### src/rtl/smxu_pkg.sv
// Shared types, opcode constants and helpers for the vector move and XOR unit.
package smxu_pkg;

    // Size of the vector register file.
    localparam int NUM_VECTOR_REGS = 16;
    localparam int REG_AW = (NUM_VECTOR_REGS > 1) ? $clog2(NUM_VECTOR_REGS) : 1;

    // Opcode bytes of the 0F two-byte map that the unit executes.
    localparam logic [7:0] OP_XORPS     = 8'h57;
    localparam logic [7:0] OP_PXOR      = 8'hEF;
    localparam logic [7:0] OP_MOVAPS_LD = 8'h28;
    localparam logic [7:0] OP_MOVAPS_ST = 8'h29;
    localparam logic [7:0] OP_MOVUPS_LD = 8'h10;
    localparam logic [7:0] OP_MOVUPS_ST = 8'h11;
    localparam logic [7:0] OP_MOVDQ_LD  = 8'h6F;
    localparam logic [7:0] OP_MOVDQ_ST  = 8'h7F;

    // Low address bits that must be zero for the aligned forms.
    localparam logic [3:0] ALIGN_MASK = 4'hF;

    typedef logic [REG_AW-1:0] t_vaddr;
    typedef logic [127:0]      t_vec;

    typedef enum logic [1:0] {
        ST_OK        = 2'd0,
        ST_UNIMPL    = 2'd1,
        ST_UNALIGNED = 2'd2,
        ST_FAULT     = 2'd3
    } t_status;

    typedef enum logic [1:0] {
        K_NONE,
        K_XOR,
        K_LOAD,
        K_STORE
    } t_kind;

    // One input item as it arrives on the ports.
    typedef struct packed {
        logic        two_byte_map;
        logic [7:0]  opcode;
        logic        prefix_opsize;
        logic        prefix_rep;
        logic        prefix_repne;
        logic [3:0]  reg_index;
        logic [3:0]  rm_index;
        logic        rm_is_register;
        logic [3:0]  address_low;
        logic [63:0] load_low;
        logic [63:0] load_high;
        logic        memory_fault;
    } t_item;

    // A classified item waiting for the back end.
    typedef struct packed {
        t_status     status;
        t_kind       kind;
        logic        is_reg;
        logic [3:0]  reg_idx;
        logic [3:0]  rm_idx;
        logic [63:0] load_low;
        logic [63:0] load_high;
    } t_uop;

    typedef struct packed {
        logic valid;
        t_uop uop;
    } t_issue;

    typedef struct packed {
        t_status     status;
        logic        store_valid;
        logic [63:0] store_low;
        logic [63:0] store_high;
    } t_result;

    typedef struct packed {
        logic    valid;
        t_result res;
    } t_res_push;

    // True when a register index names an existing register.
    function automatic logic in_range(input logic [3:0] idx);
        return 32'(idx) < NUM_VECTOR_REGS;
    endfunction

    // Register file address of a register index.
    function automatic t_vaddr to_addr(input logic [3:0] idx);
        return REG_AW'(idx);
    endfunction

endpackage

### src/rtl/smxu_back.sv
// Back end: register file read stage and execute stage with write forwarding.
module smxu_back
    import smxu_pkg::*;
(
    input  logic      i_clk,
    input  logic      i_rst_n,
    input  t_issue    i_issue,
    output logic      o_pop,
    input  logic      i_space,
    output t_res_push o_push
);

    t_vec   r_mem [NUM_VECTOR_REGS];
    logic   r_vld [NUM_VECTOR_REGS];

    logic   r_x_valid;
    t_uop   r_x_uop;
    t_vec   r_mem_a;
    t_vec   r_mem_b;
    logic   r_zero_a;
    logic   r_zero_b;
    logic   r_byp_a;
    logic   r_byp_b;
    t_vec   r_fwd;

    logic   w_adv;
    logic   w_retire;
    logic   w_ok;
    logic   w_we;
    logic   [3:0] w_widx;
    t_vec   w_wdata;
    t_vec   w_a;
    t_vec   w_b;
    t_vec   w_rm;
    t_vaddr w_ra;
    t_vaddr w_rb;
    logic   w_zero_a;
    logic   w_zero_b;

    assign w_retire = r_x_valid && i_space;
    assign w_adv    = i_issue.valid && (!r_x_valid || w_retire);
    assign o_pop    = w_adv;

    // Operands of the item in the execute stage, newest write first.
    assign w_a  = r_byp_a ? r_fwd : (r_zero_a ? '0 : r_mem_a);
    assign w_rm = r_byp_b ? r_fwd : (r_zero_b ? '0 : r_mem_b);
    assign w_b  = r_x_uop.is_reg ? w_rm : {r_x_uop.load_high, r_x_uop.load_low};
    assign w_ok = (r_x_uop.status == ST_OK);

    // Register write of the retiring item.
    always_comb begin
        w_we    = 1'b0;
        w_widx  = r_x_uop.reg_idx;
        w_wdata = w_b;
        case (r_x_uop.kind)
            K_XOR: begin
                w_we    = w_ok;
                w_wdata = w_a ^ w_b;
            end
            K_LOAD: begin
                w_we = w_ok;
            end
            K_STORE: begin
                w_we    = w_ok && r_x_uop.is_reg;
                w_widx  = r_x_uop.rm_idx;
                w_wdata = w_a;
            end
            default: begin
                w_we = 1'b0;
            end
        endcase
        w_we = w_we && w_retire && in_range(w_widx);
    end

    // Result of the retiring item; store data is zero unless a store issues.
    always_comb begin
        o_push.valid       = w_retire;
        o_push.res.status  = r_x_uop.status;
        o_push.res.store_valid = w_ok && (r_x_uop.kind == K_STORE) && !r_x_uop.is_reg;
        o_push.res.store_low   = o_push.res.store_valid ? w_a[63:0]   : 64'd0;
        o_push.res.store_high  = o_push.res.store_valid ? w_a[127:64] : 64'd0;
    end

    // Read side flags; a register never written or out of range reads as zero.
    assign w_ra     = to_addr(i_issue.uop.reg_idx);
    assign w_rb     = to_addr(i_issue.uop.rm_idx);
    assign w_zero_a = !in_range(i_issue.uop.reg_idx) || !r_vld[w_ra];
    assign w_zero_b = !in_range(i_issue.uop.rm_idx) || !r_vld[w_rb];

    // Execute stage control and written-entry flags.
    always_ff @(posedge i_clk) begin
        if (!i_rst_n) begin
            r_x_valid <= 1'b0;
            for (int i = 0; i < NUM_VECTOR_REGS; i++) begin
                r_vld[i] <= 1'b0;
            end
        end else begin
            if (w_adv) begin
                r_x_valid <= 1'b1;
            end else if (w_retire) begin
                r_x_valid <= 1'b0;
            end
            if (w_we) begin
                r_vld[to_addr(w_widx)] <= 1'b1;
            end
        end
    end

    // Execute stage payload and forwarding of a write made at the read edge.
    always_ff @(posedge i_clk) begin
        if (w_adv) begin
            r_x_uop  <= i_issue.uop;
            r_zero_a <= w_zero_a;
            r_zero_b <= w_zero_b;
            r_byp_a  <= w_we && (w_widx == i_issue.uop.reg_idx);
            r_byp_b  <= w_we && (w_widx == i_issue.uop.rm_idx);
            r_fwd    <= w_wdata;
        end
    end

    // Register file: one write port, two registered read ports.
    always_ff @(posedge i_clk) begin
        if (w_we) begin
            r_mem[to_addr(w_widx)] <= w_wdata;
        end
        if (w_adv) begin
            r_mem_a <= r_mem[w_ra];
            r_mem_b <= r_mem[w_rb];
        end
    end

endmodule

### config.mk
export PLATFORM = sky130hd
export DESIGN_NAME = smxu_back
export DESIGN_NICKNAME = d
export VERILOG_FILES = /design/src/rtl/smxu_pkg.sv /design/src/rtl/smxu_back.sv
export SDC_FILE = /design/constraint.sdc
export NUM_CORES = 2
export LEC_CHECK = 0
export ABC_AREA = 0
export BUFFER_PORTS_ARGS = -buffer_cell sky130_fd_sc_hd__buf_4
export CORE_UTILIZATION = 55
export CTS_CLUSTER_SIZE = 24
export DETAILED_ROUTE_END_ITERATION = 10
export HOLD_SLACK_MARGIN = 0.15
export PLACE_DENSITY = 0.74
export SETUP_SLACK_MARGIN = 0.5
export SLEW_MARGIN = 20
export SYNTH_ARGS = -nofsm -noshare
export SYNTH_HDL_FRONTEND = slang
export SYNTH_SLANG_ARGS = --single-unit
### constraint.sdc
create_clock -name i_clk -period 36 [get_ports i_clk]
set_clock_uncertainty 0.05 [all_clocks]
set_input_delay 7.2 -clock i_clk [delete_from_list [all_inputs] [get_ports i_clk]]
set_output_delay 7.2 -clock i_clk [all_outputs]
set_load 0.05 [all_outputs]
==> results.md <==
* Vias in the first global route at 68730
* Synth Warn # at 0
* Number of synthesized flops with an enable pin at 2577
* Mapped Area at 117800 µm²
* Layout cells sized above 1 at 34.02%
* CTS tree: built
* RSZ-0062 raised after global routing: no
* Dpl hpwl at 158500 µm
* Run status: finished with violations
* Routability Congestion at a little under 0.8
* Syn_nets at 6170
* Post-Syn Instances at around 6000
* Most frequent cells in the layout: edfxtp_1, mux4_2, buf_4
* First-pass GRT wire length at roughly 460000 µm
* Reg-to-Reg Start: r_x_uop[137]
* Fin. max-slew vios at 0
* Die width at 464.8 µm
* Slew HR at about a fifth
* Sequential share of the synthesized area at 65.98%
* Antenna Nets Post-Route at 0
* Kind of critical path: in2out
* Setup Fix Bufs, Post-CTS at 0
* CORE AREA at approximately 210000 µm²
* Synthesized area per cell at 19.56 µm²
* # resized after CTS at 0
* Hold endpoint: r_vld[7]
* R2R Path End: r_mem[5][75]
* Fmax at 0.06584 GHz
* Critical path peak fanout at 4
* Nature of the critical path endpoint: output pin
* Grt ovf at 0
* 1st-iter DRT viols at 8368
* Vias at 66990
* Setup Viol. Count Final at 0
* Clock latency at the later pin of the worst-skew pair at around 940 ps
* Commonest non-fill, non-tap cell in the layout: edfxtp_1
* Critical path launch point type: input pin
* DRC at 34
* Failing checks: DRC
* Hold-fix buffers, CTS at 0
* Slew @ Worst Pin at 1185 ps
* Lkg Pwr at 42.64 nW
* Period utilisation layout at roughly 42%
* Setup tns final at 0 ps
* # IOs at ~280
* Setup slack, reg-to-reg at between 30000 and 40000 ps
* Hold WC Path Type: reg2reg
* Via density at 7.149
* Worst-path clk slew at 60 ps
* Predominant post-synthesis flop cell: edfxtp_1
* Area growth syn-to-layout at 11.91%
* Number of I/O port buffers at 277
* Die area at around 220000 µm²
* Synth Register Bits at 2594
* Data required time of the worst path at about 29000 ps
* Total GRT Usage at 29.67%
* Htree depth at 5
* CTS max path bufs at 4
* Distinct cells, synth at between 40 and 50
* Clock root buffer: clkbuf_16
* Clock net sink count at 2594
* Final WL at ~320000 µm
* Worst hold start: r_vld[7]
* DP Worst Slack at slightly above 20000 ps
* Min Tclk post-route at 15190 ps
* Largest net degree at the start of global routing at 143
* Pwr per Cell Area at 50.84 nW/µm²
* Worst VDD drop at around 0.054 mV
* Nets at between 6000 and 7000
* Arr. time, crit path at between 7000 and 8000 ps
* DRT Pass-1 Iters at 11
* Ys async rst share at 0%
* Cts bufs inserted at roughly 280
* Initial antenna violation count at 3
* Initial Util at 55.43%
* Avg WL per Cell at about 34 µm
* DIE HEIGHT at 464.8 µm
* Reg2reg path depth at 7
* Max-cap check violation count at 0
* Hold Violations, Final at 0
* Row count at 169
* Hold Crit Depth at 1
* Filler cells at roughly 14000
* Final setup margin at approximately 21000 ps
cells by family after synthesis:
kind of cell	share of synthesized area, %
flops	65.98
buf+inv	2.005
xor+xnor	0.05948
simple gates	4.751
mux	23.69
fa+ha+maj	0.03187
compound gates	3.489
synthesized netlist by cell type (all sizes together), types with 3 or more instances:
cell	number	area share, %
o221ai	14	0.10
and2	131	0.70
a21oi	84	0.36
buf	233	1.2
clkbuf	246	0.78
nand2	145	0.46
dfxtp	17	0.29
or3b	128	0.95
o22ai	135	0.72
nor3b	5	0.032
mux4	1190	23
o2111ai	4	0.030
or2	3	0.016
and3b	3	0.022
o21a	17	0.11
xor2	3	0.022
mux2i	109	0.93
nor2b	82	0.44
ha	3	0.032
inv	8	0.025
xnor2	5	0.037
a211oi	78	0.50
nor3	127	0.54
nor2	276	0.88
a22o	126	0.94
and3	127	0.67
a31oi	131	0.70
edfxtp	2577	66
stage by stage:
step           instance area, µm²  util, %  total power [mW]  hold WS (ps)  instances
6_report                   131800    62.04             6.703         436.7       9371
5_1_grt                    131800    62.03             6.876         454.4       9368
4_1_cts                    131800    62.03             6.731         439.1       9368
3_5_place_dp               123400    58.07             4.048         422.2       8893
3_3_place_gp               123400    58.07             4.031         409.3       8893
2_1_floorplan              117800        -             3.892         401.9       6022
sequential cells by signal (all words and copies together) (netlist names):
signal     cells
r_mem       2048
r_x_uop      139
r_fwd        128
r_mem_a      128
r_mem_b      128
r_vld         16
o_push         2
r_byp_a        1
r_byp_b        1
r_x_valid      1
r_zero_a       1
r_zero_b       1
cell type report:
cell class	count	area, µm²	area share (%)
multi-input combinational	2941	37870	28.73
timing repair buffer	529	4237	3.214
tap	2821	3530	2.677
sequential	2594	77720	58.96
clock buffer	345	7495	5.685
clock inverter	130	930.9	0.7061
inverter	8	40.04	0.03037
antenna	3	7.507	0.005694
critical path, stage by stage:
cell	delay (ps)
buf_4	90
nor2b_1	70
nor2b_4	290
buf_4	280
power breakdown:
group          switching [mW]  leakage (nW)  total, mW  internal [mW]
Sequential             0.0215          23.9       3.46           3.44
Clock                    1.15          4.10       2.71           1.56
Combinational           0.312          14.6      0.527          0.215
how the worst max path moves through the flow:
stage	slack, ps	startpoint	depth (start not counted)	end
6_report	20810	i_space	4	o_pop
5_1_grt	20750	i_space	4	o_pop
4_1_cts	20790	i_space	4	o_pop
3_5_place_dp	20790	i_space	4	o_pop
3_3_place_gp	20800	i_space	4	o_pop
2_1_floorplan	7840	i_space	2	o_pop
metal layers:
layer	vias up	part of all wire [%]	track usage, %
met4	4	4.4	12.46
met3	798	10	5.139
met5	-	0.0081	0
li1	26420	-	-
met1	35320	36	39.28
met2	4442	50	49.00
No activity file was read; power rests on OpenSTA's default activity.
