File: config.mk
export PLATFORM = sky130hd
export DESIGN_NAME = smxu_front
export DESIGN_NICKNAME = d
export VERILOG_FILES = /design/src/rtl/smxu_pkg.sv /design/src/rtl/smxu_front.sv
export SDC_FILE = /design/constraint.sdc
export NUM_CORES = 1
export LEC_CHECK = 0
export BUFFER_PORTS_ARGS = -buffer_cell sky130_fd_sc_hd__buf_2
export CORE_AREA = 3 3 167 169
export DETAILED_ROUTE_END_ITERATION = 10
export DIE_AREA = 0 0 170 172
export GPL_ROUTABILITY_DRIVEN = 0
export GPL_TIMING_DRIVEN = 0
export SETUP_SLACK_MARGIN = 0.5
export SLEW_MARGIN = 20
export SYNTH_ARGS = -nofsm -noshare
export SYNTH_HDL_FRONTEND = slang
export SYNTH_SLANG_ARGS = --single-unit
File: constraint.sdc
create_clock -name i_clk -period 10.3 [get_ports i_clk]
set_input_delay 2.06 -clock i_clk [delete_from_list [all_inputs] [get_ports i_clk]]
set_output_delay 2.06 -clock i_clk [all_outputs]
set_load 0.02 [all_outputs]
File: src/rtl/smxu_pkg.sv
// Shared types, opcode constants and helpers for the vector move and XOR unit.
package smxu_pkg;

    // Size of the vector register file.
    localparam int NUM_VECTOR_REGS = 16;
    localparam int REG_AW = (NUM_VECTOR_REGS > 1) ? $clog2(NUM_VECTOR_REGS) : 1;

    // Opcode bytes of the 0F two-byte map that the unit executes.
    localparam logic [7:0] OP_XORPS     = 8'h57;
    localparam logic [7:0] OP_PXOR      = 8'hEF;
    localparam logic [7:0] OP_MOVAPS_LD = 8'h28;
    localparam logic [7:0] OP_MOVAPS_ST = 8'h29;
    localparam logic [7:0] OP_MOVUPS_LD = 8'h10;
    localparam logic [7:0] OP_MOVUPS_ST = 8'h11;
    localparam logic [7:0] OP_MOVDQ_LD  = 8'h6F;
    localparam logic [7:0] OP_MOVDQ_ST  = 8'h7F;

    // Low address bits that must be zero for the aligned forms.
    localparam logic [3:0] ALIGN_MASK = 4'hF;

    typedef logic [REG_AW-1:0] t_vaddr;
    typedef logic [127:0]      t_vec;

    typedef enum logic [1:0] {
        ST_OK        = 2'd0,
        ST_UNIMPL    = 2'd1,
        ST_UNALIGNED = 2'd2,
        ST_FAULT     = 2'd3
    } t_status;

    typedef enum logic [1:0] {
        K_NONE,
        K_XOR,
        K_LOAD,
        K_STORE
    } t_kind;

    // One input item as it arrives on the ports.
    typedef struct packed {
        logic        two_byte_map;
        logic [7:0]  opcode;
        logic        prefix_opsize;
        logic        prefix_rep;
        logic        prefix_repne;
        logic [3:0]  reg_index;
        logic [3:0]  rm_index;
        logic        rm_is_register;
        logic [3:0]  address_low;
        logic [63:0] load_low;
        logic [63:0] load_high;
        logic        memory_fault;
    } t_item;

    // A classified item waiting for the back end.
    typedef struct packed {
        t_status     status;
        t_kind       kind;
        logic        is_reg;
        logic [3:0]  reg_idx;
        logic [3:0]  rm_idx;
        logic [63:0] load_low;
        logic [63:0] load_high;
    } t_uop;

    typedef struct packed {
        logic valid;
        t_uop uop;
    } t_issue;

    typedef struct packed {
        t_status     status;
        logic        store_valid;
        logic [63:0] store_low;
        logic [63:0] store_high;
    } t_result;

    typedef struct packed {
        logic    valid;
        t_result res;
    } t_res_push;

    // True when a register index names an existing register.
    function automatic logic in_range(input logic [3:0] idx);
        return 32'(idx) < NUM_VECTOR_REGS;
    endfunction

    // Register file address of a register index.
    function automatic t_vaddr to_addr(input logic [3:0] idx);
        return REG_AW'(idx);
    endfunction

endpackage

File: src/rtl/smxu_front.sv
// Front end: classifies incoming items and holds them in a two-entry issue queue.
module smxu_front
    import smxu_pkg::*;
(
    input  logic   i_clk,
    input  logic   i_rst_n,
    input  logic   i_push,
    output logic   o_full,
    input  t_item  i_item,
    output t_issue o_issue,
    input  logic   i_pop
);

    t_uop       w_uop;
    logic       w_aligned;
    logic       w_noprefix;
    logic       w_push_ok;
    logic       w_pop_ok;

    t_uop       r_q [2];
    logic       r_wp;
    logic       r_rp;
    logic [1:0] r_cnt;
    logic [1:0] n_cnt;

    // Decode the opcode and prefixes into an operation kind and a status.
    always_comb begin
        w_uop           = '0;
        w_uop.kind      = K_NONE;
        w_uop.is_reg    = i_item.rm_is_register;
        w_uop.reg_idx   = i_item.reg_index;
        w_uop.rm_idx    = i_item.rm_index;
        w_uop.load_low  = i_item.load_low;
        w_uop.load_high = i_item.load_high;
        w_aligned       = 1'b0;
        w_noprefix      = !i_item.prefix_opsize && !i_item.prefix_rep && !i_item.prefix_repne;
        if (i_item.two_byte_map) begin
            if (i_item.opcode == OP_XORPS ||
                (i_item.opcode == OP_PXOR && i_item.prefix_opsize)) begin
                w_uop.kind = K_XOR;
            end else if (i_item.opcode == OP_MOVAPS_LD || i_item.opcode == OP_MOVAPS_ST) begin
                w_uop.kind = (i_item.opcode == OP_MOVAPS_LD) ? K_LOAD : K_STORE;
                w_aligned  = 1'b1;
            end else if ((i_item.opcode == OP_MOVUPS_LD || i_item.opcode == OP_MOVUPS_ST) &&
                         w_noprefix) begin
                w_uop.kind = (i_item.opcode == OP_MOVUPS_LD) ? K_LOAD : K_STORE;
            end else if ((i_item.opcode == OP_MOVDQ_LD || i_item.opcode == OP_MOVDQ_ST) &&
                         (i_item.prefix_opsize || i_item.prefix_rep)) begin
                w_uop.kind = (i_item.opcode == OP_MOVDQ_LD) ? K_LOAD : K_STORE;
                w_aligned  = i_item.prefix_opsize;
            end
        end
        // Alignment is checked before the memory fault flag.
        if (w_uop.kind == K_NONE) begin
            w_uop.status = ST_UNIMPL;
        end else if (!i_item.rm_is_register && w_aligned &&
                     (i_item.address_low & ALIGN_MASK) != 4'd0) begin
            w_uop.status = ST_UNALIGNED;
        end else if (!i_item.rm_is_register && i_item.memory_fault) begin
            w_uop.status = ST_FAULT;
        end else begin
            w_uop.status = ST_OK;
        end
    end

    assign o_full    = (r_cnt == 2'd2);
    assign w_push_ok = i_push && !o_full;
    assign w_pop_ok  = i_pop && (r_cnt != 2'd0);

    always_comb begin
        n_cnt = r_cnt;
        if (w_push_ok && !w_pop_ok) begin
            n_cnt = r_cnt + 2'd1;
        end else if (!w_push_ok && w_pop_ok) begin
            n_cnt = r_cnt - 2'd1;
        end
    end

    // Queue pointers and fill count.
    always_ff @(posedge i_clk) begin
        if (!i_rst_n) begin
            r_wp  <= 1'b0;
            r_rp  <= 1'b0;
            r_cnt <= 2'd0;
        end else begin
            r_cnt <= n_cnt;
            if (w_push_ok) begin
                r_wp <= !r_wp;
            end
            if (w_pop_ok) begin
                r_rp <= !r_rp;
            end
        end
    end

    // Queue storage.
    always_ff @(posedge i_clk) begin
        if (w_push_ok) begin
            r_q[r_wp] <= w_uop;
        end
    end

    assign o_issue.valid = (r_cnt != 2'd0);
    assign o_issue.uop   = r_q[r_rp];

endmodule

==> results.yml <==
setup_path:
  worst_setup_path_start_kind: "register"
  critical_path.cell_chain: "clkbuf_1, clkbuf_1, clkbuf_1, mux2_2, buf_2"
  path_delay_family: "buffers and inverters"
  cp.required_ns: 8.24
  critPathArrivalTime_ns: 2.96
  worst_stage_delay_on_the_critical_path_ns: 0.62
  crit_path_top_delay_cell: "sky130_fd_sc_hd__clkbuf_1"
  critPathKind: "reg2out"
  cp_max_fo: 10
  critical-path-top-cell-by-count: "sky130_fd_sc_hd__clkbuf_1"
  timing.critical_path.to_type: "primary output"
  timing.critical_path.buf_inv: 4
drt:
  routed_length_per_placed_instance_um: 18.12
  vias: 5695
  drtPass1Iterations: 4
  drtAntennaViolNets: 0
  remaining_drc_errors: 0
  drt_iter0_markers: 270
  totalWireLength_um: 21730
  detail_route.vias_per_cell: 4.750
yosys:
  async_flop_share: 0
  syn-cell-area_um2: 10550
  yosys_warnings: 0
  yosysMostFrequentCell: "sky130_fd_sc_hd__edfxtp_1"
  synth_enable_flop_cells: 282
  synthesis.nets: 653
  sequential_fraction_of_the_synthesis_area: 0.8119
  synth_top_cells_by_area: "sky130_fd_sc_hd__edfxtp_1 (80%), sky130_fd_sc_hd__mux2_2 (15%), sky130_fd_sc_hd__dfxtp_1 (0.95%)"
  synth_top_cells_by_count: "sky130_fd_sc_hd__edfxtp_1 (282), sky130_fd_sc_hd__mux2_2 (141), sky130_fd_sc_hd__clkbuf_1 (8)"
  synth.avg_cell_area_um2: 21.36
  syn_inst: 494
  netlist.top_cell.by_area: "sky130_fd_sc_hd__edfxtp_1"
  synth.ff_latch_count: 287
  netlist.area_leader.share: 0.8024
  synthDistinctLibCells: 36
  synth-main-ff-cell: "sky130_fd_sc_hd__edfxtp_1"
flow_run:
  maxCapViolCount: 0
clock_network:
  cts.reportedPaths.clkPinSlew_ns: 0.06
  clock_insertion_delay_worst_skew_ns: 0.55
  ctsHoldBuffers: 0
  cts.sink_count: 287
  post_cts_resized: 0
  max_clock_buf_depth: 3
  clock_buffers_created_by_tritoncts: 30
  cts_htree_levels: 1
  cts_tree: "done"
  root_buffer: "sky130_fd_sc_hd__clkbuf_16"
  cts_post_setup_buffers_inserted: 0
timing:
  max_clock_freq_mhz: 199.1
  timing.final.hold_violations: 0
  finClkSkew_ns: 0.01909
  period_share: 0.4876
  finalWorstSetupSlack_ns: 5.278
  setup_violations: 0
  final_worst_path_period_need_ns: 5.022
  worstMarginPinSlew_ns: 0.7639
  finalMaxSlewViolations: 0
  setup_repair_after_global_routing_missed_its_margin: "no"
  tns_ns: 0
  slew_limit_headroom: 0.4895
place:
  placed_cells: 1144
  numPortBuffers: 300
  post-place-ws_ns: 5.704
  place.detailed.hpwl_um: 15160
power:
  max-vdd-ir-drop_v: 0.0001283
  power_leakage_uw: 0.005059
  power.total_uw: 3528
  power.density_nw_per_um2: 258.9
floorplan:
  floorplan.core_area_um2: 26730
  floorplan.rows: 60
  ioPinCount: 301
  initial_utilization: 0.3949
  floorplan.die.width_um: 170
  die_height_um: 172
  die-area_um2: 29240
finish:
  drive_above_1_share: 0.5825
  finish.utilization: 0.5098
  area_growth_syn_to_layout_pct: 29.09
  num-nets-final: 994
  multi_input_logic_area_um2: 1923
  area.sequential_um2: 8568
  final-instance-count-excl-fill: 1199
  num-fill-cells: 2231
grt:
  grt_start_max_net_pins: 48
  first_pass_grt_wire_length_um: 32640
  grt_pass1_vias: 5952
  overflow: 0
  track_usage: 0.1426
  antenna_found_initial: 6
run_status:
  outcome: "finished clean"
hold_path:
  worst_hold_path_type: "reg2reg"
-- final cells by class --
| cell class | count | share of cell area |
|---|---|---|
| Antenna cell | 3 | 0.0005510 |
| Buffer | 16 | 0.004959 |
| Clock buffer | 44 | 0.05896 |
| Clock inverter | 8 | 0.007439 |
| Inverter | 2 | 0.0005510 |
| Multi-Input combinational cell | 189 | 0.1412 |
| Sequential cell | 287 | 0.6289 |
| Tap cell | 341 | 0.03132 |
| Timing Repair Buffer | 309 | 0.1262 |
-- flip-flops by register name, indices dropped and copies added (netlist names), named ones only --
| name | flops |
|---|---|
| r_wp | 1 |
| r_cnt | 2 |
| r_q | 282 |
| r_rp | 1 |
-- cell families after synthesis --
family | count (synthesis) | synth area share
flops | 287 | 0.8119
simple gates | 30 | 0.01802
buf+inv | 18 | 0.007114
mux | 141 | 0.1504
compound gates | 13 | 0.008062
fa+ha+maj | 1 | 0.001185
xor+xnor | 4 | 0.003320
-- power breakdown --
group          internal [uW]  switching, uW  leakage, uW
combinational            399            605      0.00195
clock                    586            412     0.000434
sequential              1490           35.2      0.00267
-- stage by stage --
| stage | instance area [um2] | hold WS [ns] |
|---|---|---|
| final | 13620 | 0.5186 |
| after global routing | 13620 | 0.5849 |
| after CTS | 13620 | 0.5209 |
| after detailed placement | 12710 | 0.5114 |
| after global placement | 12480 | 0.4935 |
| after floorplan | 10550 | 0.4728 |
-- worst register-to-register path, delay by kind of cell (launching register included) --
family                 cells  cell delay, ns
buffers and inverters      2            0.49
DFF                        1            0.39
and+or+nand+nor            3            0.93
-- worst paths after layout --
check	from	end	slack, ns	depth (start not counted)
worst max register to register	r_cnt[0]	r_q[0][23]	8.16	5
worst min register to register	r_cnt[1]	r_cnt[1]	0.52	2
worst min-delay path	r_cnt[1]	r_cnt[1]	0.52	2
worst max-delay path	register	o_issue[19]	5.28	5
-- cells in the final DEF, fill, tap and decap left out, types with 3 or more instances in the layout --
master                      count
sky130_fd_sc_hd__edfxtp_1     282
sky130_fd_sc_hd__mux2_2       141
sky130_fd_sc_hd__diode_2        3
sky130_fd_sc_hd__clkbuf_16     30
sky130_fd_sc_hd__nand2_1        5
sky130_fd_sc_hd__buf_12         4
sky130_fd_sc_hd__buf_2        306
sky130_fd_sc_hd__o21ai_0        5
sky130_fd_sc_hd__buf_16         5
sky130_fd_sc_hd__xnor2_1        3
sky130_fd_sc_hd__clkbuf_1      22
sky130_fd_sc_hd__clkinv_1       3
sky130_fd_sc_hd__and2_1         5
sky130_fd_sc_hd__dfxtp_1        5
-- routing by layer --
metal	vias to the layer above	track usage	part of all wire
met1	2791	0.1644	0.38
met4	6	0.04656	0.019
met5	-	0	0.0019
li1	2667	-	-
met2	195	0.2554	0.52
met3	36	0.04344	0.080
No activity file was read; power rests on OpenSTA's default activity.
