## src/rtl/smxu_pkg.sv

```systemverilog
// Shared types, opcode constants and helpers for the vector move and XOR unit.
package smxu_pkg;

    // Size of the vector register file.
    localparam int NUM_VECTOR_REGS = 16;
    localparam int REG_AW = (NUM_VECTOR_REGS > 1) ? $clog2(NUM_VECTOR_REGS) : 1;

    // Opcode bytes of the 0F two-byte map that the unit executes.
    localparam logic [7:0] OP_XORPS     = 8'h57;
    localparam logic [7:0] OP_PXOR      = 8'hEF;
    localparam logic [7:0] OP_MOVAPS_LD = 8'h28;
    localparam logic [7:0] OP_MOVAPS_ST = 8'h29;
    localparam logic [7:0] OP_MOVUPS_LD = 8'h10;
    localparam logic [7:0] OP_MOVUPS_ST = 8'h11;
    localparam logic [7:0] OP_MOVDQ_LD  = 8'h6F;
    localparam logic [7:0] OP_MOVDQ_ST  = 8'h7F;

    // Low address bits that must be zero for the aligned forms.
    localparam logic [3:0] ALIGN_MASK = 4'hF;

    typedef logic [REG_AW-1:0] t_vaddr;
    typedef logic [127:0]      t_vec;

    typedef enum logic [1:0] {
        ST_OK        = 2'd0,
        ST_UNIMPL    = 2'd1,
        ST_UNALIGNED = 2'd2,
        ST_FAULT     = 2'd3
    } t_status;

    typedef enum logic [1:0] {
        K_NONE,
        K_XOR,
        K_LOAD,
        K_STORE
    } t_kind;

    // One input item as it arrives on the ports.
    typedef struct packed {
        logic        two_byte_map;
        logic [7:0]  opcode;
        logic        prefix_opsize;
        logic        prefix_rep;
        logic        prefix_repne;
        logic [3:0]  reg_index;
        logic [3:0]  rm_index;
        logic        rm_is_register;
        logic [3:0]  address_low;
        logic [63:0] load_low;
        logic [63:0] load_high;
        logic        memory_fault;
    } t_item;

    // A classified item waiting for the back end.
    typedef struct packed {
        t_status     status;
        t_kind       kind;
        logic        is_reg;
        logic [3:0]  reg_idx;
        logic [3:0]  rm_idx;
        logic [63:0] load_low;
        logic [63:0] load_high;
    } t_uop;

    typedef struct packed {
        logic valid;
        t_uop uop;
    } t_issue;

    typedef struct packed {
        t_status     status;
        logic        store_valid;
        logic [63:0] store_low;
        logic [63:0] store_high;
    } t_result;

    typedef struct packed {
        logic    valid;
        t_result res;
    } t_res_push;

    // True when a register index names an existing register.
    function automatic logic in_range(input logic [3:0] idx);
        return 32'(idx) < NUM_VECTOR_REGS;
    endfunction

    // Register file address of a register index.
    function automatic t_vaddr to_addr(input logic [3:0] idx);
        return REG_AW'(idx);
    endfunction

endpackage

```

## src/rtl/smxu_out_queue.sv

```systemverilog
// Two-entry result queue that decouples the execute stage from the consumer.
module smxu_out_queue
    import smxu_pkg::*;
(
    input  logic      i_clk,
    input  logic      i_rst_n,
    input  t_res_push i_push,
    output logic      o_space,
    output logic      o_empty,
    input  logic      i_pop,
    output t_result   o_head
);

    t_result    r_q [2];
    logic       r_wp;
    logic       r_rp;
    logic [1:0] r_cnt;
    logic       w_push_ok;
    logic       w_pop_ok;

    assign o_space   = (r_cnt != 2'd2);
    assign o_empty   = (r_cnt == 2'd0);
    assign w_push_ok = i_push.valid && o_space;
    assign w_pop_ok  = i_pop && !o_empty;

    // Pointers and fill count.
    always_ff @(posedge i_clk) begin
        if (!i_rst_n) begin
            r_wp  <= 1'b0;
            r_rp  <= 1'b0;
            r_cnt <= 2'd0;
        end else begin
            if (w_push_ok && !w_pop_ok) begin
                r_cnt <= r_cnt + 2'd1;
            end else if (!w_push_ok && w_pop_ok) begin
                r_cnt <= r_cnt - 2'd1;
            end
            if (w_push_ok) begin
                r_wp <= !r_wp;
            end
            if (w_pop_ok) begin
                r_rp <= !r_rp;
            end
        end
    end

    // Result storage.
    always_ff @(posedge i_clk) begin
        if (w_push_ok) begin
            r_q[r_wp] <= i_push.res;
        end
    end

    assign o_head = r_q[r_rp];

endmodule

```

## config.mk

```make
export PLATFORM = sky130hd
export DESIGN_NAME = smxu_out_queue
export DESIGN_NICKNAME = d
export VERILOG_FILES = /design/src/rtl/smxu_pkg.sv /design/src/rtl/smxu_out_queue.sv
export SDC_FILE = /design/constraint.sdc
export NUM_CORES = 1
export LEC_CHECK = 0
export BUFFER_PORTS_ARGS = -buffer_cell sky130_fd_sc_hd__buf_2
export CAP_MARGIN = 40
export CORE_ASPECT_RATIO = 2
export CORE_MARGIN = 5
export CORE_UTILIZATION = 54
export CTS_BUF_LIST = sky130_fd_sc_hd__clkbuf_8
export CTS_CLUSTER_SIZE = 20
export DETAILED_ROUTE_END_ITERATION = 8
export PLACE_DENSITY = 0.92
export SYNTH_ARGS = -nofsm -noshare
export SYNTH_HDL_FRONTEND = slang
export SYNTH_SLANG_ARGS = --single-unit
```

## constraint.sdc

```tcl
create_clock -name i_clk -period 6.2 [get_ports i_clk]
set_input_delay 1.24 -clock i_clk [delete_from_list [all_inputs] [get_ports i_clk]]
set_output_delay 1.24 -clock i_clk [all_outputs]
set_load 0.02 [all_outputs]
```

==> impl_metrics.env, run 1 <==
export IMPL_drtIter0Drc=202
export IMPL_hold_slack_ns=0.5800
export IMPL_clkTransAtPathRegs_ns=0.07
export IMPL_ys_seq_elements=267
export IMPL_grtUsageTotal=0.1804
export IMPL_dieHeight_microns=203.1
export IMPL_place_inst=905
export IMPL_vias=5018
export IMPL_syn_inst=432
export IMPL_grt_pass1_wl_microns=29570
export IMPL_path_class="reg2out"
export IMPL_reg2reg_depth=4
export IMPL_endpoint="o_head[28]"
export IMPL_clock_sinks=267
export IMPL_synth_area_sq_mm=0.01007
export IMPL_root_buffer="clkbuf_8"
export IMPL_routed_wl_microns=19710
export IMPL_grt_pass1_vias=5618
export IMPL_cts_buffers_inserted=36
export IMPL_place_hpwl_microns=13730
export IMPL_ir_drop_mv=0.2785
export IMPL_hold_buffers=0
export IMPL_timing_rr_start="r_cnt[0]"
export IMPL_setup_violations=0
export IMPL_period_share=0.6170
export IMPL_area_growth_synth_to_final_pct=22.14
export IMPL_tightest_slew_ns=0.8552
export IMPL_hold_violations=0
export IMPL_maxClockFrequency_mhz=261.4
export IMPL_initial_core_util=0.5500
export IMPL_clkLatencyLatePin_ns=0.50
export IMPL_synth_nets=568
export IMPL_ys_types=22
export IMPL_route_detailed_drc=0
export IMPL_numPortBuffers=267
export IMPL_rows=70
export IMPL_min_path_type="reg2reg"
export IMPL_synth_warnings=0
export IMPL_cts_resized=0
export IMPL_die_width_microns=106.6
export IMPL_ys_seq_area_frac=0.7914
export IMPL_cap_viol_max_count=0
export IMPL_ios=268
export IMPL_power_mw=5.053
export IMPL_gp_congestion=0.8186
export IMPL_antenna_found_initial=10
export IMPL_setup_tns_ns=0
export IMPL_drt_pass1_iter_count=4
export IMPL_final_nets=863
export IMPL_post_cts_setup_buffers=0
export IMPL_cp_required_ns=4.96
export IMPL_reg2reg_slack_ns=4.08
export IMPL_power_density_mw_per_mm2=410.9
export IMPL_final_common_cell="buf_2"
export IMPL_wire_per_inst_microns=20.29
export IMPL_postRouteAntennaNets=0
export IMPL_p_leak_nw=4.811
export IMPL_startpoint_type="register"
export IMPL_coreArea_sq_mm=0.01831
export IMPL_h_tree_depth=2
export IMPL_layoutNonFillerInstCount=971
export IMPL_dpl_cell_area_sq_mm=0.01162
export IMPL_clk_path_buf_depth=3
export IMPL_rsz0062_at_grt="no"
export IMPL_status="finished, final reports clean"
export IMPL_grt_overflow=0
export IMPL_fp_dieArea_sq_mm=0.02164
export IMPL_grt_max_degree=84
export IMPL_cp_arrival_ns=2.59
export IMPL_via_per_inst=5.168
export IMPL_layout_drive_gt1_share=0.6032
export IMPL_skew_ns=0.01510
export IMPL_layout_common_cells="buf_2 (267), edfxtp_1 (262), mux2_4 (90)"
export IMPL_max_slew_margin_rel=0.4298
export IMPL_worstSetupEndpointType="output port"
export IMPL_cts_tree="yes"
export IMPL_drv_slew=0
export IMPL_synth_avg_cell_area_sq_um=23.31
export IMPL_fin_crit_ns=3.826
export IMPL_design_area_sq_mm=0.01230
export IMPL_critPathMaxFanout=83
export IMPL_r2r_end="r_q[0][24]"
cell families after synthesis:
group / share of synthesized area
simple gates: 0.006213
buf+inv: 0.01504
flops: 0.7914
compound gates: 0.003479
fa+ha+maj: 0.001243
mux: 0.1801
xor+xnor: 0.002610
layout make-up:
type,instances,area [sq um]
antenna,4,10.01
clock buffer,40,550.5
clock inverter,22,116.4
fill,1193,6007
inverter,1,6.256
multi-input combinational,149,1954
sequential,267,7971
tap,216,270.3
timing repair buffer,272,1419
flip-flops by register name, summed over array words and instances, names as in the netlist, named ones only:
name / count
r_wp: 1
r_rp: 1
r_cnt: 2
r_q: 262
stage by stage:
step	utilization	setup WS, ns
5_1_grt	0.6718	2.226
2_1_floorplan	-	1.389
3_3_place_gp	0.6334	2.890
3_5_place_dp	0.6349	2.875
6_report	0.6718	2.374
4_1_cts	0.6713	2.309
synth_stat cells (all sizes together):
library cell,number,area share
edfxtp,262,0.78
dfxtp,5,0.0099
a21bo,1,0.00099
xor2,1,0.00087
mux2,131,0.18
nand3b,1,0.00075
nor2,1,0.00037
buf,15,0.015
or3,1,0.00062
and2,4,0.0025
o21ai,2,0.00099
inv,1,0.00037
nand2b,1,0.0014
xnor2,2,0.0017
and3,1,0.00062
ha,1,0.0012
a21boi,2,0.0015
worst max-delay path, cell delays in order, from the launching register on:
cell and delay, ns:
dfxtp_4 0.88, buf_12 0.53, mux2_2 0.41, buf_2 0.16
worst min path at each step:
stage / from / endpoint / slack, ns / depth (start not counted)
6_report: r_cnt[1] / r_cnt[1] / 0.58 / 2
5_1_grt: r_cnt[1] / r_cnt[1] / 0.63 / 2
4_1_cts: r_cnt[1] / r_cnt[1] / 0.58 / 2
3_5_place_dp: r_cnt[1] / r_cnt[1] / 0.56 / 2
3_3_place_gp: r_cnt[1] / r_cnt[1] / 0.54 / 2
2_1_floorplan: r_cnt[1] / r_cnt[1] / 0.52 / 2
where the power goes:
part | switching (mW) | internal, mW
clock network | 0.578 | 0.633
logic | 0.814 | 0.652
registers | 0.119 | 2.26
routing by layer:
| metal | share of wire | global-route usage | vias up |
|---|---|---|---|
| met5 | 0.0037 | 0 | - |
| met1 | 0.33 | 0.1785 | 2448 |
| met3 | 0.066 | 0.05250 | 57 |
| met2 | 0.56 | 0.3360 | 191 |
| li1 | - | - | 2310 |
| met4 | 0.042 | 0.08916 | 12 |
Power figures use the tool's default switching activity.
==> run 2, diff against run 1 <==
- ABC_AREA: unset -> 1
- clock period: 6.2 -> 3.9 ns (I/O delays scaled with it)
==> run 2 against run 1 <==
- register-to-register slack worse by 2.1 ns
- sequential share of layout area up 0.48 points
- setup slack worse by 1.4 ns
- critical path depth unchanged
- utilization down 0.49 points
- critical endpoint is now o_head[27]
- largest cell class unchanged
==> impl_metrics.env, run 2 <==
export IMPL_wire_per_inst_microns=20.48
export IMPL_synth_top_flop_cell="edfxtp_1"
export IMPL_top_layer_used="met5"
export IMPL_wl_met3_microns=1222
export IMPL_hold_violations=0
export IMPL_layoutNonFillerInstCount=983
export IMPL_design_area_sq_mm=0.01221
export IMPL_die_width_microns=106.6
export IMPL_rsz0062_at_grt="no"
export IMPL_cts_tree="yes"
export IMPL_cts_resized=0
export IMPL_place_inst=919
export IMPL_antenna_found_initial=10
export IMPL_final_nets=877
export IMPL_hold_buffers=0
export IMPL_met2_wirelength_microns=11630
export IMPL_area_growth_synth_to_final_pct=21.25
export IMPL_worstSetupEndpointType="output port"
export IMPL_ys_seq_area_frac=0.7914
export IMPL_routed_wl_microns=20130
export IMPL_ios=268
export IMPL_root_buffer="clkbuf_8"
export IMPL_yosys_area_top_type="edfxtp_1"
export IMPL_dieHeight_microns=203.1
export IMPL_cp_arrival_ns=2.19
export IMPL_synth_nets=582
export IMPL_synth_top_area_frac=0.7814
export IMPL_top_register="r_q"
export IMPL_path_class="reg2out"
export IMPL_postRouteAntennaNets=0
export IMPL_reg2reg_slack_ns=1.94
export IMPL_crit_chain="buf_12 -> mux2_2 -> buf_2"
export IMPL_vias=5106
export IMPL_synth_common_cells="edfxtp_1 (262), mux2_4 (90), mux2_2 (41), buf_6 (10), nor2_1 (10)"
export IMPL_worst_path_max_delay_cell="buf_12"
export IMPL_p_leak_nw=4.789
export IMPL_tightest_slew_ns=0.9263
export IMPL_clkTransAtPathRegs_ns=0.07
export IMPL_drt_pass1_iter_count=4
export IMPL_route_detailed_drc=0
export IMPL_startpoint_type="register"
export IMPL_initial_core_util=0.5500
export IMPL_post_cts_setup_buffers=0
export IMPL_cap_viol_max_count=0
export IMPL_cp_required_ns=3.12
export IMPL_clk_path_buf_depth=3
export IMPL_clock_sinks=267
export IMPL_wl_met1_microns=6229
export IMPL_fin_ws_ns=0.9323
export IMPL_gp_congestion=0.7745
export IMPL_max_slew_margin_rel=0.3825
export IMPL_coreArea_sq_mm=0.01831
export IMPL_synthArstFlopShare=0
export IMPL_grtUsageTotal=0.1824
export IMPL_fp_dieArea_sq_mm=0.02164
export IMPL_grt_max_degree=132
export IMPL_critPathMaxFanout=131
export IMPL_h_tree_depth=2
export IMPL_yosysMostFrequentCell="edfxtp_1"
export IMPL_synth_area_sq_mm=0.01007
export IMPL_drv_slew=0
export IMPL_layout_common_cells="buf_2 (267), edfxtp_1 (262), mux2_4 (90)"
export IMPL_synth_edff_count=262
export IMPL_status="finished, final reports clean"
export IMPL_power_mw=7.748
export IMPL_ys_seq_elements=267
export IMPL_fin_crit_ns=2.968
export IMPL_skew_ns=0.01204
export IMPL_power_density_mw_per_mm2=634.7
export IMPL_syn_inst=446
export IMPL_cts_buffers_inserted=36
export IMPL_place_hpwl_microns=13960
export IMPL_synth_warnings=0
export IMPL_dpl_cell_area_sq_mm=0.01160
export IMPL_ys_top_cells_by_area="edfxtp_1 (78%), mux2_4 (13%), mux2_2 (4.6%), buf_6 (1.1%), dfxtp_1 (0.99%)"
export IMPL_hold_slack_ns=0.4546
export IMPL_ys_types=15
export IMPL_setup_violations=0
export IMPL_period_share=0.7609
export IMPL_largest_reg_flops=262
export IMPL_multiInputGateArea_sq_mm=0.001934
export IMPL_rows=70
export IMPL_layout_drive_gt1_share=0.5937
export IMPL_grt_pass1_wl_microns=29910
export IMPL_grt_overflow=0
export IMPL_grt_pass1_vias=5689
export IMPL_synth_avg_cell_area_sq_um=22.57
export IMPL_clkLatencyLatePin_ns=0.51
export IMPL_place_ws_ns=1.477
export IMPL_final_common_cell="buf_2"
export IMPL_via_per_inst=5.194
export IMPL_reg_top3="r_q (262), r_cnt (2)"
export IMPL_cp_slowest_stage_delay_ns=0.61
export IMPL_register_area_sq_mm=0.007971
export IMPL_numPortBuffers=267
export IMPL_ir_drop_mv=0.6365
export IMPL_final_fill_count=1190
export IMPL_drtIter0Drc=203
export IMPL_min_path_type="in2reg"
export IMPL_maxClockFrequency_mhz=337.0
## run 2: final cells by class
type	instances	share of cell area
clock buffers	37	0.04171
repair buffers	272	0.1136
multi-input cells	155	0.1585
diodes	9	0.001845
clock inverters	18	0.006559
well taps	216	0.02214
inverters	9	0.002767
flip-flops and latches	267	0.6530
## run 2: stage by stage
step	setup TNS, ns	utilization
5_1_grt	0	0.6669
3_3_place_gp	0	0.6335
4_1_cts	0	0.6657
6_report	0	0.6669
2_1_floorplan	-221.65	-
3_5_place_dp	0	0.6335
## run 2: worst paths after layout
kind | start | end | depth (start not counted)
max reg2reg | r_cnt[0] | r_q[0][113] | 5
min reg2reg | r_rp | r_rp | 2
min | i_push[129] | r_q[1][129] | 1
max | register | o_head[27] | 3
## run 2: kinds of logic (layout without fill, tap and decap cells)
kind of cell	count (synthesis)	in the layout	share of synthesized area
fa+ha+maj	1	1	0.001243
simple gates	20	20	0.007829
compound gates	3	3	0.001491
mux	131	131	0.1801
buf+inv	24	336	0.01802
flops	267	267	0.7914
other cells	0	9	0
## run 2: power breakdown
| group | switching, mW | internal [mW] |
|---|---|---|
| registers | 0.108 | 3.64 |
| clock network | 0.927 | 0.876 |
| logic | 1.29 | 0.915 |
## run 2: per-layer routing
metal | vias to the layer above | track usage
met5 | - | 0
met4 | 2 | 0.1184
met3 | 62 | 0.04041
met2 | 220 | 0.3451
met1 | 2479 | 0.1703
li1 | 2343 | -
## run 2: critical path, delay by kind of cell (launching register included)
family                 cells  cell delay, ns
buffers and inverters      2            0.77
muxes                      1            0.42
DFF                        1            0.35
